===== src/hw/rtl/rcls_pkg.sv =====
package rcls_pkg;

    localparam int MAX_PACKET_BYTES = 2048;
    localparam int CFG_ADDR_W       = 6;

    // register indexes on the configuration port
    localparam logic [2:0] REG_OWN_HI    = 3'd0;
    localparam logic [2:0] REG_OWN_LO    = 3'd1;
    localparam logic [2:0] REG_TGT_HI    = 3'd2;
    localparam logic [2:0] REG_TGT_LO    = 3'd3;
    localparam logic [2:0] REG_IDENT_SEQ = 3'd4;
    localparam logic [2:0] REG_PROBE_CK  = 3'd5;

    localparam logic [1:0] CLASS_IGNORED = 2'd0;
    localparam logic [1:0] CLASS_UNREACH = 2'd1;
    localparam logic [1:0] CLASS_TIMEEXC = 2'd2;
    localparam logic [1:0] CLASS_ECHO    = 2'd3;

    localparam logic [7:0] ICMP_TYPE_UNREACH = 8'd1;
    localparam logic [7:0] ICMP_TYPE_TIMEEXC = 8'd3;
    localparam logic [7:0] ICMP_TYPE_ECHO    = 8'd129;

    // summary of one packet, handed from the parser to the classifier
    typedef struct packed {
        logic        overflow;
        logic        at_icmp;
        logic [3:0]  flags;
        logic [16:0] acc;
        logic        odd;
        logic [7:0]  hold;
        logic [15:0] rx_ck;
        logic [15:0] type_code;
        logic        ge56;
        logic        ge8;
        logic [63:0] src_hi;
        logic [63:0] src_lo;
    } t_rec;

    // one's complement add with end-around carry
    function automatic logic [16:0] add_word(input logic [16:0] acc, input logic [15:0] w);
        logic [17:0] s;
        s = {1'b0, acc} + {2'b00, w};
        return {1'b0, s[15:0]} + {15'd0, s[17:16]};
    endfunction

endpackage


===== src/hw/rtl/rcls_front.sv =====
module rcls_front #(
    parameter int MAX_BYTES = rcls_pkg::MAX_PACKET_BYTES
) (
    input  logic                 i_clk,
    input  logic                 i_rst_n,
    input  logic                 i_valid,
    input  logic [7:0]           i_rx_byte,
    input  logic                 i_last_byte,
    input  logic [63:0]          i_own_hi,
    input  logic [63:0]          i_own_lo,
    input  logic [63:0]          i_tgt_hi,
    input  logic [63:0]          i_tgt_lo,
    input  logic [31:0]          i_ident_seq,
    input  logic [15:0]          i_probe_ck,
    output logic                 o_push,
    output rcls_pkg::t_rec       o_rec
);

    localparam int W = $clog2(MAX_BYTES + 1);

    typedef enum logic [2:0] {
        PH_HDR, PH_EXT_NH, PH_EXT_LEN, PH_EXT_SKIP, PH_ICMP, PH_DROP
    } t_phase;

    t_phase      r_phase, n_phase;
    logic [W-1:0] r_pos, n_pos, r_idx, n_idx;
    logic [10:0] r_rem, n_rem;
    logic [11:0] ext_n;
    logic [7:0]  r_nh, n_nh, r_hold, n_hold, b, qb;
    logic [15:0] r_ext, n_ext, r_plen, n_plen, r_tc, n_tc, r_rxck, n_rxck, ulen;
    logic [16:0] r_acc, n_acc;
    logic        r_odd, n_odd, r_ovf, n_ovf, disp;
    logic [63:0] r_shi, n_shi, r_slo, n_slo, own_sel;
    logic [3:0]  r_flags, n_flags;
    logic [31:0] p32, i32;

    // expected byte of the quoted probe at ICMP offset 8..55
    function automatic logic [7:0] quoted(input logic [5:0] i, input logic [63:0] oh,
                                          input logic [63:0] ol, input logic [63:0] th,
                                          input logic [63:0] tl, input logic [31:0] is,
                                          input logic [15:0] ck);
        logic [7:0] r;
        case (i[5:3])
            3'd1: begin
                case (i[2:0])
                    3'd0: r = 8'h60;
                    3'd5: r = 8'h08;
                    3'd6: r = 8'h3a;
                    3'd7: r = 8'h01;
                    default: r = 8'h00;
                endcase
            end
            3'd2: r = oh[8*(7-i[2:0]) +: 8];
            3'd3: r = ol[8*(7-i[2:0]) +: 8];
            3'd4: r = th[8*(7-i[2:0]) +: 8];
            3'd5: r = tl[8*(7-i[2:0]) +: 8];
            default: begin
                case (i[2:0])
                    3'd0: r = 8'd128;
                    3'd2: r = ck[15:8];
                    3'd3: r = ck[7:0];
                    3'd4, 3'd5, 3'd6, 3'd7: r = is[8*(3-i[1:0]) +: 8];
                    default: r = 8'h00;
                endcase
            end
        endcase
        return r;
    endfunction

    assign b       = i_rx_byte;
    assign p32     = 32'(r_pos);
    assign i32     = 32'(r_idx);
    assign own_sel = (p32 < 32) ? i_own_hi : i_own_lo;
    assign ext_n   = {1'b0, i_rx_byte, 3'b000} + 12'd8;
    assign qb      = quoted(r_idx[5:0], i_own_hi, i_own_lo, i_tgt_hi, i_tgt_lo,
                            i_ident_seq, i_probe_ck);

    // update parse state for one byte
    always_comb begin
        n_phase = r_phase; n_pos = r_pos; n_idx = r_idx; n_rem = r_rem;
        n_nh = r_nh; n_hold = r_hold; n_ext = r_ext; n_plen = r_plen;
        n_tc = r_tc; n_rxck = r_rxck; n_acc = r_acc; n_odd = r_odd;
        n_ovf = r_ovf; n_shi = r_shi; n_slo = r_slo; n_flags = r_flags;
        disp = 1'b0;
        ulen = r_plen - r_ext;
        if (i_valid) begin
            if (p32 >= MAX_BYTES) begin
                n_ovf = 1'b1;
            end else begin
                n_pos = r_pos + 1'b1;
                unique case (r_phase)
                    PH_HDR: begin
                        if (p32 == 0 && b[7:4] != 4'd6) n_flags[0] = 1'b0;
                        if (p32 == 4) n_plen[15:8] = b;
                        if (p32 == 5) n_plen[7:0] = b;
                        if (p32 == 6) n_nh = b;
                        if (p32 >= 8 && p32 < 16) n_shi = {r_shi[55:0], b};
                        if (p32 >= 16 && p32 < 24) n_slo = {r_slo[55:0], b};
                        if (p32 >= 24 && p32 < 40 && b != own_sel[8*(7-r_pos[2:0]) +: 8])
                            n_flags[1] = 1'b0;
                        if (p32 >= 8) begin
                            if (r_odd) begin
                                n_acc = rcls_pkg::add_word(r_acc, {r_hold, b});
                                n_odd = 1'b0;
                            end else begin
                                n_hold = b;
                                n_odd  = 1'b1;
                            end
                        end
                        if (p32 == 39) disp = 1'b1;
                    end
                    PH_EXT_NH: begin
                        n_nh    = b;
                        n_phase = PH_EXT_LEN;
                    end
                    PH_EXT_LEN: begin
                        n_ext   = r_ext + 16'(ext_n);
                        n_rem   = 11'(ext_n - 12'd2);
                        n_phase = PH_EXT_SKIP;
                    end
                    PH_EXT_SKIP: begin
                        if (r_rem != '0) n_rem = r_rem - 1'b1;
                        if (n_rem == '0) disp = 1'b1;
                    end
                    PH_ICMP: begin
                        if (i32 == 0) n_tc[15:8] = b;
                        if (i32 == 1) n_tc[7:0] = b;
                        if (i32 == 2) n_rxck[15:8] = b;
                        if (i32 == 3) n_rxck[7:0] = b;
                        if (i32 < 32'(ulen)) begin
                            if (r_odd) begin
                                n_acc = rcls_pkg::add_word(r_acc,
                                    {r_hold, (i32 == 2 || i32 == 3) ? 8'h00 : b});
                                n_odd = 1'b0;
                            end else begin
                                n_hold = (i32 == 2 || i32 == 3) ? 8'h00 : b;
                                n_odd  = 1'b1;
                            end
                        end
                        if (i32 >= 4 && i32 < 8 && b != i_ident_seq[8*(3-r_idx[1:0]) +: 8])
                            n_flags[2] = 1'b0;
                        if (i32 >= 8 && i32 < 56 && b != qb) n_flags[3] = 1'b0;
                        if (i32 < MAX_BYTES) n_idx = r_idx + 1'b1;
                    end
                    default: ;
                endcase
                // pick the next header handler
                if (disp) begin
                    if (n_nh == 8'h3a) begin
                        n_phase = PH_ICMP;
                        n_acc   = rcls_pkg::add_word(n_acc, n_plen - n_ext);
                        n_acc   = rcls_pkg::add_word(n_acc, 16'd58);
                    end else if (n_nh == 8'h00 || n_nh == 8'h2b || n_nh == 8'h3c) begin
                        n_phase = PH_EXT_NH;
                    end else begin
                        n_phase = PH_DROP;
                    end
                end
            end
        end
    end

    // summary of the finished packet
    always_comb begin
        o_push            = i_valid & i_last_byte;
        o_rec.overflow    = n_ovf;
        o_rec.at_icmp     = (n_phase == PH_ICMP);
        o_rec.flags       = n_flags;
        o_rec.acc         = n_acc;
        o_rec.odd         = n_odd;
        o_rec.hold        = n_hold;
        o_rec.rx_ck       = n_rxck;
        o_rec.type_code   = n_tc;
        o_rec.ge56        = 32'(n_idx) >= 56;
        o_rec.ge8         = 32'(n_idx) >= 8;
        o_rec.src_hi      = n_shi;
        o_rec.src_lo      = n_slo;
    end

    // hold state; clear it after the last beat of a packet
    always_ff @(posedge i_clk) begin
        if (!i_rst_n || (i_valid && i_last_byte)) begin
            r_phase <= PH_HDR; r_pos <= '0; r_idx <= '0; r_rem <= '0; r_nh <= '0;
            r_hold <= '0; r_ext <= '0; r_plen <= '0; r_tc <= '0; r_rxck <= '0;
            r_acc <= '0; r_odd <= 1'b0; r_ovf <= 1'b0; r_shi <= '0; r_slo <= '0;
            r_flags <= '1;
        end else begin
            r_phase <= n_phase; r_pos <= n_pos; r_idx <= n_idx; r_rem <= n_rem;
            r_nh <= n_nh; r_hold <= n_hold; r_ext <= n_ext; r_plen <= n_plen;
            r_tc <= n_tc; r_rxck <= n_rxck; r_acc <= n_acc; r_odd <= n_odd;
            r_ovf <= n_ovf; r_shi <= n_shi; r_slo <= n_slo; r_flags <= n_flags;
        end
    end

endmodule


===== src/hw/rtl/rcls_fifo.sv =====
module rcls_fifo (
    input  logic           i_clk,
    input  logic           i_rst_n,
    input  logic           i_push,
    input  rcls_pkg::t_rec i_rec,
    input  logic           i_pop,
    output logic           o_full,
    output logic           o_empty,
    output rcls_pkg::t_rec o_rec
);

    rcls_pkg::t_rec r_mem [2];
    logic           r_wp, r_rp;
    logic [1:0]     r_cnt;
    logic           do_push, do_pop;

    assign o_full  = (r_cnt == 2'd2);
    assign o_empty = (r_cnt == 2'd0);
    assign o_rec   = r_mem[r_rp];
    assign do_push = i_push & ~o_full;
    assign do_pop  = i_pop & ~o_empty;

    // store payload
    always_ff @(posedge i_clk) begin
        if (do_push) r_mem[r_wp] <= i_rec;
    end

    // advance pointers and count
    always_ff @(posedge i_clk) begin
        if (!i_rst_n) begin
            r_wp <= 1'b0; r_rp <= 1'b0; r_cnt <= 2'd0;
        end else begin
            if (do_push) r_wp <= ~r_wp;
            if (do_pop) r_rp <= ~r_rp;
            r_cnt <= r_cnt + {1'b0, do_push} - {1'b0, do_pop};
        end
    end

endmodule


===== src/hw/rtl/rcls_back.sv =====
module rcls_back (
    input  logic           i_clk,
    input  logic           i_rst_n,
    input  logic           i_avail,
    input  rcls_pkg::t_rec i_rec,
    input  logic [63:0]    i_tgt_hi,
    input  logic [63:0]    i_tgt_lo,
    input  logic           i_pop,
    output logic           o_take,
    output logic           o_empty,
    output logic [1:0]     o_reply_class,
    output logic [63:0]    o_responder_hi,
    output logic [63:0]    o_responder_lo
);

    logic        r_valid;
    logic [1:0]  r_cls, cls;
    logic [63:0] r_hi, r_lo;
    logic [17:0] s1;
    logic [16:0] f1, f2;
    logic [15:0] computed;
    logic [7:0]  t, c;
    logic        quoted, echo;

    // fold the sum and classify
    always_comb begin
        t  = i_rec.type_code[15:8];
        c  = i_rec.type_code[7:0];
        s1 = {1'b0, i_rec.acc} + (i_rec.odd ? {2'b00, i_rec.hold, 8'h00} : 18'd0);
        f1 = {1'b0, s1[15:0]} + {15'd0, s1[17:16]};
        f2 = {1'b0, f1[15:0]} + {16'd0, f1[16]};
        computed = ~f2[15:0];
        quoted = i_rec.ge56 & i_rec.flags[3];
        echo   = i_rec.ge8 & i_rec.flags[2];
        cls = rcls_pkg::CLASS_IGNORED;
        if (!i_rec.overflow && i_rec.at_icmp && i_rec.flags[1:0] == 2'b11
            && computed == i_rec.rx_ck) begin
            if (t == rcls_pkg::ICMP_TYPE_UNREACH && quoted)
                cls = rcls_pkg::CLASS_UNREACH;
            else if (t == rcls_pkg::ICMP_TYPE_TIMEEXC && c == 8'd0 && quoted)
                cls = rcls_pkg::CLASS_TIMEEXC;
            else if (t == rcls_pkg::ICMP_TYPE_ECHO && c == 8'd0 && echo
                     && i_rec.src_hi == i_tgt_hi && i_rec.src_lo == i_tgt_lo)
                cls = rcls_pkg::CLASS_ECHO;
        end
    end

    assign o_take         = i_avail & (~r_valid | i_pop);
    assign o_empty        = ~r_valid;
    assign o_reply_class  = r_cls;
    assign o_responder_hi = r_hi;
    assign o_responder_lo = r_lo;

    // output register: load when empty or when the held beat leaves
    always_ff @(posedge i_clk) begin
        if (!i_rst_n) begin
            r_valid <= 1'b0;
        end else if (o_take) begin
            r_valid <= 1'b1;
        end else if (i_pop) begin
            r_valid <= 1'b0;
        end
    end

    always_ff @(posedge i_clk) begin
        if (o_take) begin
            r_cls <= cls;
            r_hi  <= (cls != rcls_pkg::CLASS_IGNORED) ? i_rec.src_hi : 64'd0;
            r_lo  <= (cls != rcls_pkg::CLASS_IGNORED) ? i_rec.src_lo : 64'd0;
        end
    end

endmodule


===== src/hw/rtl/icmpv6_reply_classifier_unit.sv =====
// ICMPv6 reply classifier for a traceroute probe.
// Input queue side: one packet byte per beat on i_rx_byte, i_last_byte marking
// the final byte; a beat is taken when push is high and full is low.
// Result queue side: one result per packet (class and source address),
// shown while empty is low and taken when pop is high.
// Configuration: APB-style port, 64-bit registers at 8-byte steps
// (own address hi/lo, target hi/lo, probe identifier/sequence, probe checksum).
// Throughput: one byte per cycle while full is low. The parser updates counters,
// compares and the checksum sum as each byte is taken.
// After its last byte is taken, a result is registered in the summary queue,
// then classified into the output register once that register is free or popped.
// A two-entry summary queue sits between parser and classifier, so the
// parser keeps taking bytes while a result waits; full rises only when both
// entries and the output register are occupied by unread results.
// Reset clears configuration to zero, parser state and both queues.
module icmpv6_reply_classifier_unit #(
    parameter int MAX_PACKET_BYTES = rcls_pkg::MAX_PACKET_BYTES
) (
    input  logic                            i_clk,
    input  logic                            i_rst_n,
    input  logic                            push,
    output logic                            full,
    input  logic [7:0]                      i_rx_byte,
    input  logic                            i_last_byte,
    output logic                            empty,
    input  logic                            pop,
    output logic [1:0]                      o_reply_class,
    output logic [63:0]                     o_responder_hi,
    output logic [63:0]                     o_responder_lo,
    input  logic                            psel,
    input  logic                            penable,
    input  logic                            pwrite,
    input  logic [rcls_pkg::CFG_ADDR_W-1:0] paddr,
    input  logic [63:0]                     pwdata,
    output logic [63:0]                     prdata,
    output logic                            pready
);

    logic [63:0]    r_own_hi, r_own_lo, r_tgt_hi, r_tgt_lo;
    logic [31:0]    r_ident_seq;
    logic [15:0]    r_probe_ck;
    logic [2:0]     reg_idx;
    logic           fe_push, q_full, q_empty, bk_take;
    rcls_pkg::t_rec fe_rec, q_rec;

    assign pready  = 1'b1;
    assign reg_idx = paddr[5:3];
    assign full    = q_full;

    // configuration writes
    always_ff @(posedge i_clk) begin
        if (!i_rst_n) begin
            r_own_hi <= '0; r_own_lo <= '0; r_tgt_hi <= '0; r_tgt_lo <= '0;
            r_ident_seq <= '0; r_probe_ck <= '0;
        end else if (psel && penable && pwrite) begin
            unique case (reg_idx)
                rcls_pkg::REG_OWN_HI:    r_own_hi    <= pwdata;
                rcls_pkg::REG_OWN_LO:    r_own_lo    <= pwdata;
                rcls_pkg::REG_TGT_HI:    r_tgt_hi    <= pwdata;
                rcls_pkg::REG_TGT_LO:    r_tgt_lo    <= pwdata;
                rcls_pkg::REG_IDENT_SEQ: r_ident_seq <= pwdata[31:0];
                rcls_pkg::REG_PROBE_CK:  r_probe_ck  <= pwdata[15:0];
                default: ;
            endcase
        end
    end

    // configuration reads
    always_comb begin
        unique case (reg_idx)
            rcls_pkg::REG_OWN_HI:    prdata = r_own_hi;
            rcls_pkg::REG_OWN_LO:    prdata = r_own_lo;
            rcls_pkg::REG_TGT_HI:    prdata = r_tgt_hi;
            rcls_pkg::REG_TGT_LO:    prdata = r_tgt_lo;
            rcls_pkg::REG_IDENT_SEQ: prdata = {32'd0, r_ident_seq};
            rcls_pkg::REG_PROBE_CK:  prdata = {48'd0, r_probe_ck};
            default:                 prdata = 64'd0;
        endcase
    end

    rcls_front #(.MAX_BYTES(MAX_PACKET_BYTES)) u_front (
        .i_clk(i_clk), .i_rst_n(i_rst_n), .i_valid(push & ~q_full),
        .i_rx_byte(i_rx_byte), .i_last_byte(i_last_byte),
        .i_own_hi(r_own_hi), .i_own_lo(r_own_lo), .i_tgt_hi(r_tgt_hi),
        .i_tgt_lo(r_tgt_lo), .i_ident_seq(r_ident_seq), .i_probe_ck(r_probe_ck),
        .o_push(fe_push), .o_rec(fe_rec)
    );

    rcls_fifo u_fifo (
        .i_clk(i_clk), .i_rst_n(i_rst_n), .i_push(fe_push), .i_rec(fe_rec),
        .i_pop(bk_take), .o_full(q_full), .o_empty(q_empty), .o_rec(q_rec)
    );

    rcls_back u_back (
        .i_clk(i_clk), .i_rst_n(i_rst_n), .i_avail(~q_empty), .i_rec(q_rec),
        .i_tgt_hi(r_tgt_hi), .i_tgt_lo(r_tgt_lo), .i_pop(pop), .o_take(bk_take),
        .o_empty(empty), .o_reply_class(o_reply_class),
        .o_responder_hi(o_responder_hi), .o_responder_lo(o_responder_lo)
    );

endmodule


===== config.mk =====
export PLATFORM = sky130hd
export DESIGN_NAME = icmpv6_reply_classifier_unit
export DESIGN_NICKNAME = d
export VERILOG_FILES = /design/src/hw/rtl/rcls_pkg.sv /design/src/hw/rtl/rcls_front.sv /design/src/hw/rtl/rcls_fifo.sv /design/src/hw/rtl/rcls_back.sv /design/src/hw/rtl/icmpv6_reply_classifier_unit.sv
export SDC_FILE = /design/constraint.sdc
export NUM_CORES = 2
export LEC_CHECK = 0
export BUFFER_PORTS_ARGS = -buffer_cell sky130_fd_sc_hd__buf_2
export CORE_MARGIN = 5
export CORE_UTILIZATION = 46
export DETAILED_ROUTE_END_ITERATION = 6
export PLACE_DENSITY_LB_ADDON = 0.08
export SYNTH_ARGS = -nofsm -noshare
export SYNTH_HDL_FRONTEND = slang
export SYNTH_SLANG_ARGS = --single-unit

===== constraint.sdc =====
create_clock -name i_clk -period 11.15 [get_ports i_clk]
set_input_delay 0.5575 -clock i_clk [delete_from_list [all_inputs] [get_ports i_clk]]
set_output_delay 0.5575 -clock i_clk [all_outputs]
set_load 0.03 [all_outputs]

==> results.tsv <==
stage	metric	value	unit
logic_synthesis	YS warnings	0	
logic_synthesis	Yosys top cell by area	edfxtp_1	
min_path	Hold Crit Class	input port to register	
logic_synthesis	largest family of logic cells by synthesized area	simple AND/OR/NAND/NOR gates	
die	CORE AREA	122000	um^2
logic_synthesis	Unique masters post-synth	92	
logic_synthesis	post-synthesis async set-or-reset flop share	0	%
worst_setup_path	cell family with most CP delay	compound AO/OA/AOI/OAI gates	
route	antenna-violating nets left	0	
timing	clk_skew	0.0480	ns
place	GPL Wtd Cong	0.957	
worst_setup_path	Crit Path Category	register to register	
timing	fin crit period	10.30	ns
clocking	clk sinks	1094	
worst_setup_path	Critical Path RT	11.70	ns
timing	RSZ-0062 raised after global routing	no	
logic_synthesis	simple-gate share of the synthesized area	15.9	%
logic_synthesis	adder-cell share of the synthesized area	3.16	%
power	power per cell area	181	nW/um^2
logic_synthesis	Synth Instances	5433	
die	Die Area	130000	um^2
clocking	H-tree levels	3	
timing	actual slew at the worst max-slew pin	1.24	ns
logic_synthesis	post-synthesis mux area share	10.8	%
timing	Fmax	97.1	MHz
clocking	Clock Tree Buf Depth	3	
place	dpl hpwl	146	mm
die	Die X	360	um
worst_setup_path	Worst setup EP type	register	
logic_synthesis	Synth Area in XOR/XNOR	4.65	%
logic_synthesis	Mapped Nets	5655	
layout	Area Overhead vs Synth	12.5	%
logic_synthesis	Compound-Gate Fraction of Synth Area	14.4	%
logic_synthesis	Avg Synthesized Cell Area	10.4	um^2
logic_synthesis	Mapped Area	56400	um^2
worst_setup_path	crit-path max FO	7	
worst_setup_path	cell mode on critical path	a21oi_1	
route	wire length per cell	28.1	um
clocking	Post-CTS Hold Fix Bufs	0	
die	Ports	283	
clocking	TritonCTS clock tree	yes	
die	num rows	128	
run	MaxCap Viol Count	0	
clocking	clock slew at reported path FFs	0.06	ns
logic_synthesis	most frequent cell after synthesis	nand2_1	
worst_setup_path	Worst Setup Start Kind	register	
route	WL final	206	mm
logic_synthesis	post-synth top area share	27.6	%
route	vias per std cell	6.04	
logic_synthesis	Top FF cell, synth	dfxtp_1	
grt	first-pass GRT wire length	297	mm
route	Iter 0 DRT Violations	4990	
logic_synthesis	sequential share of the synthesized area	48.0	%
logic_synthesis	Post-synth EDFFs	518	
worst_setup_path	slowest CP cell	or4_1	
worst_setup_path	Buf/Inv on CP	2	
route	routed vias	44200	
die	Die Y	360	um
power	maximum vdd drop	0.237	mV
logic_synthesis	Seq cells post-synth	1094	
power	leakage	22.6	nW
layout	layout net count	5815	
worst_setup_path	CP Data Arrival Time	10.84	ns
route	number of detailed-route iterations in the first pass	6	
layout	layout cell share with drive strength beyond 1	18.5	%
layout	number of fill cells in the layout	10900	
timing	# setup viols final	0	
logic_synthesis	synth top area cells	edfxtp_1 28%, dfxtp_1 20%, nand2_1 5.6%	
grt	vias in the first global route	41800	
grt	largest net degree at the start of global routing	136	
place	PortBufs	278	
clocking	Worst-Skew Late Latency	0.76	ns
timing	part of the cycle the worst path needs	92.4	%
grt	Global Route Usage Sum	30.6	%
status	outcome	completed	
timing	final hold violation count	0	
clocking	CTS root buf	clkbuf_16	
grt	grt total ovfl	0	
route	DR DRC count	0	
worst_setup_path	Max stage delay on crit path	0.48	ns
timing	Slew Limit Headroom	14.7	%
timing	count of final max-slew check failures	0	
timing	Fin Hold WS	0.0935	ns
timing	setup TNS	0	ns
clocking	clock buffer count from CTS	118	
logic_synthesis	most frequent cells after synthesis	845 x nand2_1, 576 x dfxtp_1, 518 x edfxtp_1, 309 x a21boi_0, 284 x clkbuf_1	
die	Initial Util	46.3	%
grt	initial antenna violation count	11	
## final timing paths
path | startpoint | end | slack [ns] | depth (start not counted)
worst max-delay path | u_front.r_acc[11] | u_fifo.r_mem[1][183] | 0.85 | 45
worst min register to register | u_front.r_nh[2] | u_front.r_nh[2] | 0.46 | 2
worst min-delay path | pwdata[61] | r_tgt_lo[61] | 0.09 | 3
worst max register to register | u_front.r_acc[11] | u_fifo.r_mem[1][183] | 0.85 | 45
## through the flow
step                      total power [mW]  worst slack [ns]  area, um^2  utilization (%)  instances
after floorplan                       6.63              1.22       56400                -       5433
after detailed placement              7.58             0.161       59400             48.8       7096
final                                 11.5             0.852       63500             52.1       7328
after global routing                  11.9            0.0514       63500             52.1       7323
after CTS                             11.5             0.110       63400             52.0       7319
after global placement                7.57             0.353       59400             48.8       7096
## what timing repair did
item,in CTS,in global routing
setup buffers,0,2
gates resized for setup,0,6
endpoints found under the hold margin,0,0
endpoints found under the setup margin,0,45
## state kept, by name, indices dropped and copies added, names as in the netlist, 4 cells and up, named ones only
register               count
u_front.r_tc              16
u_front.r_idx             12
u_front.r_plen            16
u_front.r_flags            4
u_front.r_pos             12
u_front.r_shi             64
r_own_hi                  64
r_ident_seq               32
u_front.r_hold             8
r_tgt_lo                  64
u_back.o_responder_hi     64
u_fifo.r_mem             388
r_tgt_hi                  64
u_back.o_responder_lo     64
r_probe_ck                16
u_front.r_ext             13
r_own_lo                  64
u_front.r_acc             17
u_front.r_nh               8
u_front.r_slo             64
u_front.r_rem             11
u_front.r_rxck            16
## layout make-up
type	count	area, um^2	area share (%)
Multi-Input combinational cell	3896	27700	43.7
Clock inverter	67	659	1.04
Timing Repair Buffer	392	2280	3.59
Clock buffer	156	3320	5.23
Antenna cell	7	17.5	0.0276
Sequential cell	1094	27100	42.7
Inverter	91	342	0.538
Tap cell	1625	2030	3.20
## report_power, final
| part | total (mW) | switching (mW) | internal, mW |
|---|---|---|---|
| Sequential | 4.68 | 0.152 | 4.53 |
| Combinational | 2.83 | 1.95 | 0.874 |
| Clock | 3.99 | 1.73 | 2.26 |
| Total | 11.5 | 3.83 | 7.67 |
## routing by layer
metal / part of all wire (%) / global-route usage, %
met1: 41 / 41.1
met2: 44 / 47.4
met3: 8.5 / 6.26
met4: 5.7 / 15.3
met5: 0.023 / 0
## placed cells by master, fill, tap and decap left out, types with 61 or more instances in the layout
| master | n |
|---|---|
| xor2_1 | 115 |
| nand3_1 | 95 |
| ha_1 | 125 |
| a221oi_1 | 61 |
| nor3_1 | 92 |
| nor2_1 | 214 |
| nand2_1 | 840 |
| mux2i_1 | 193 |
| buf_2 | 277 |
| clkbuf_16 | 119 |
| mux2_2 | 240 |
| xnor2_1 | 180 |
| nor3_2 | 101 |
| a21boi_0 | 309 |
| and2_1 | 207 |
| inv_1 | 88 |
| dfxtp_1 | 571 |
| a22oi_1 | 131 |
| edfxtp_1 | 518 |
| o21ai_0 | 113 |
| mux4_2 | 65 |
| a21oi_1 | 199 |
| buf_4 | 112 |
## cells by family (layout without fill, tap and decap cells)
| group | count (synthesis) | after routing |
|---|---|---|
| simple gates | 1808 | 1808 |
| compound gates | 1156 | 1156 |
| flops | 1094 | 1094 |
| mux | 498 | 498 |
| buf+inv | 443 | 706 |
| xor+xnor | 297 | 297 |
| fa+ha+maj | 136 | 136 |
| other cells | 1 | 8 |
## worst reg2reg max path: cells and delay by family, from the launching register on
kind                     cells  cell delay (ns)
buffers and inverters        2             0.23
adder cells (fa/ha/maj)      8             2.16
AO/OA/AOI/OAI               20             4.20
flip-flops                   1             0.34
XOR/XNOR                     4             0.89
AND/OR/NAND/NOR             11             2.30
(Power assumes the default switching activity.)
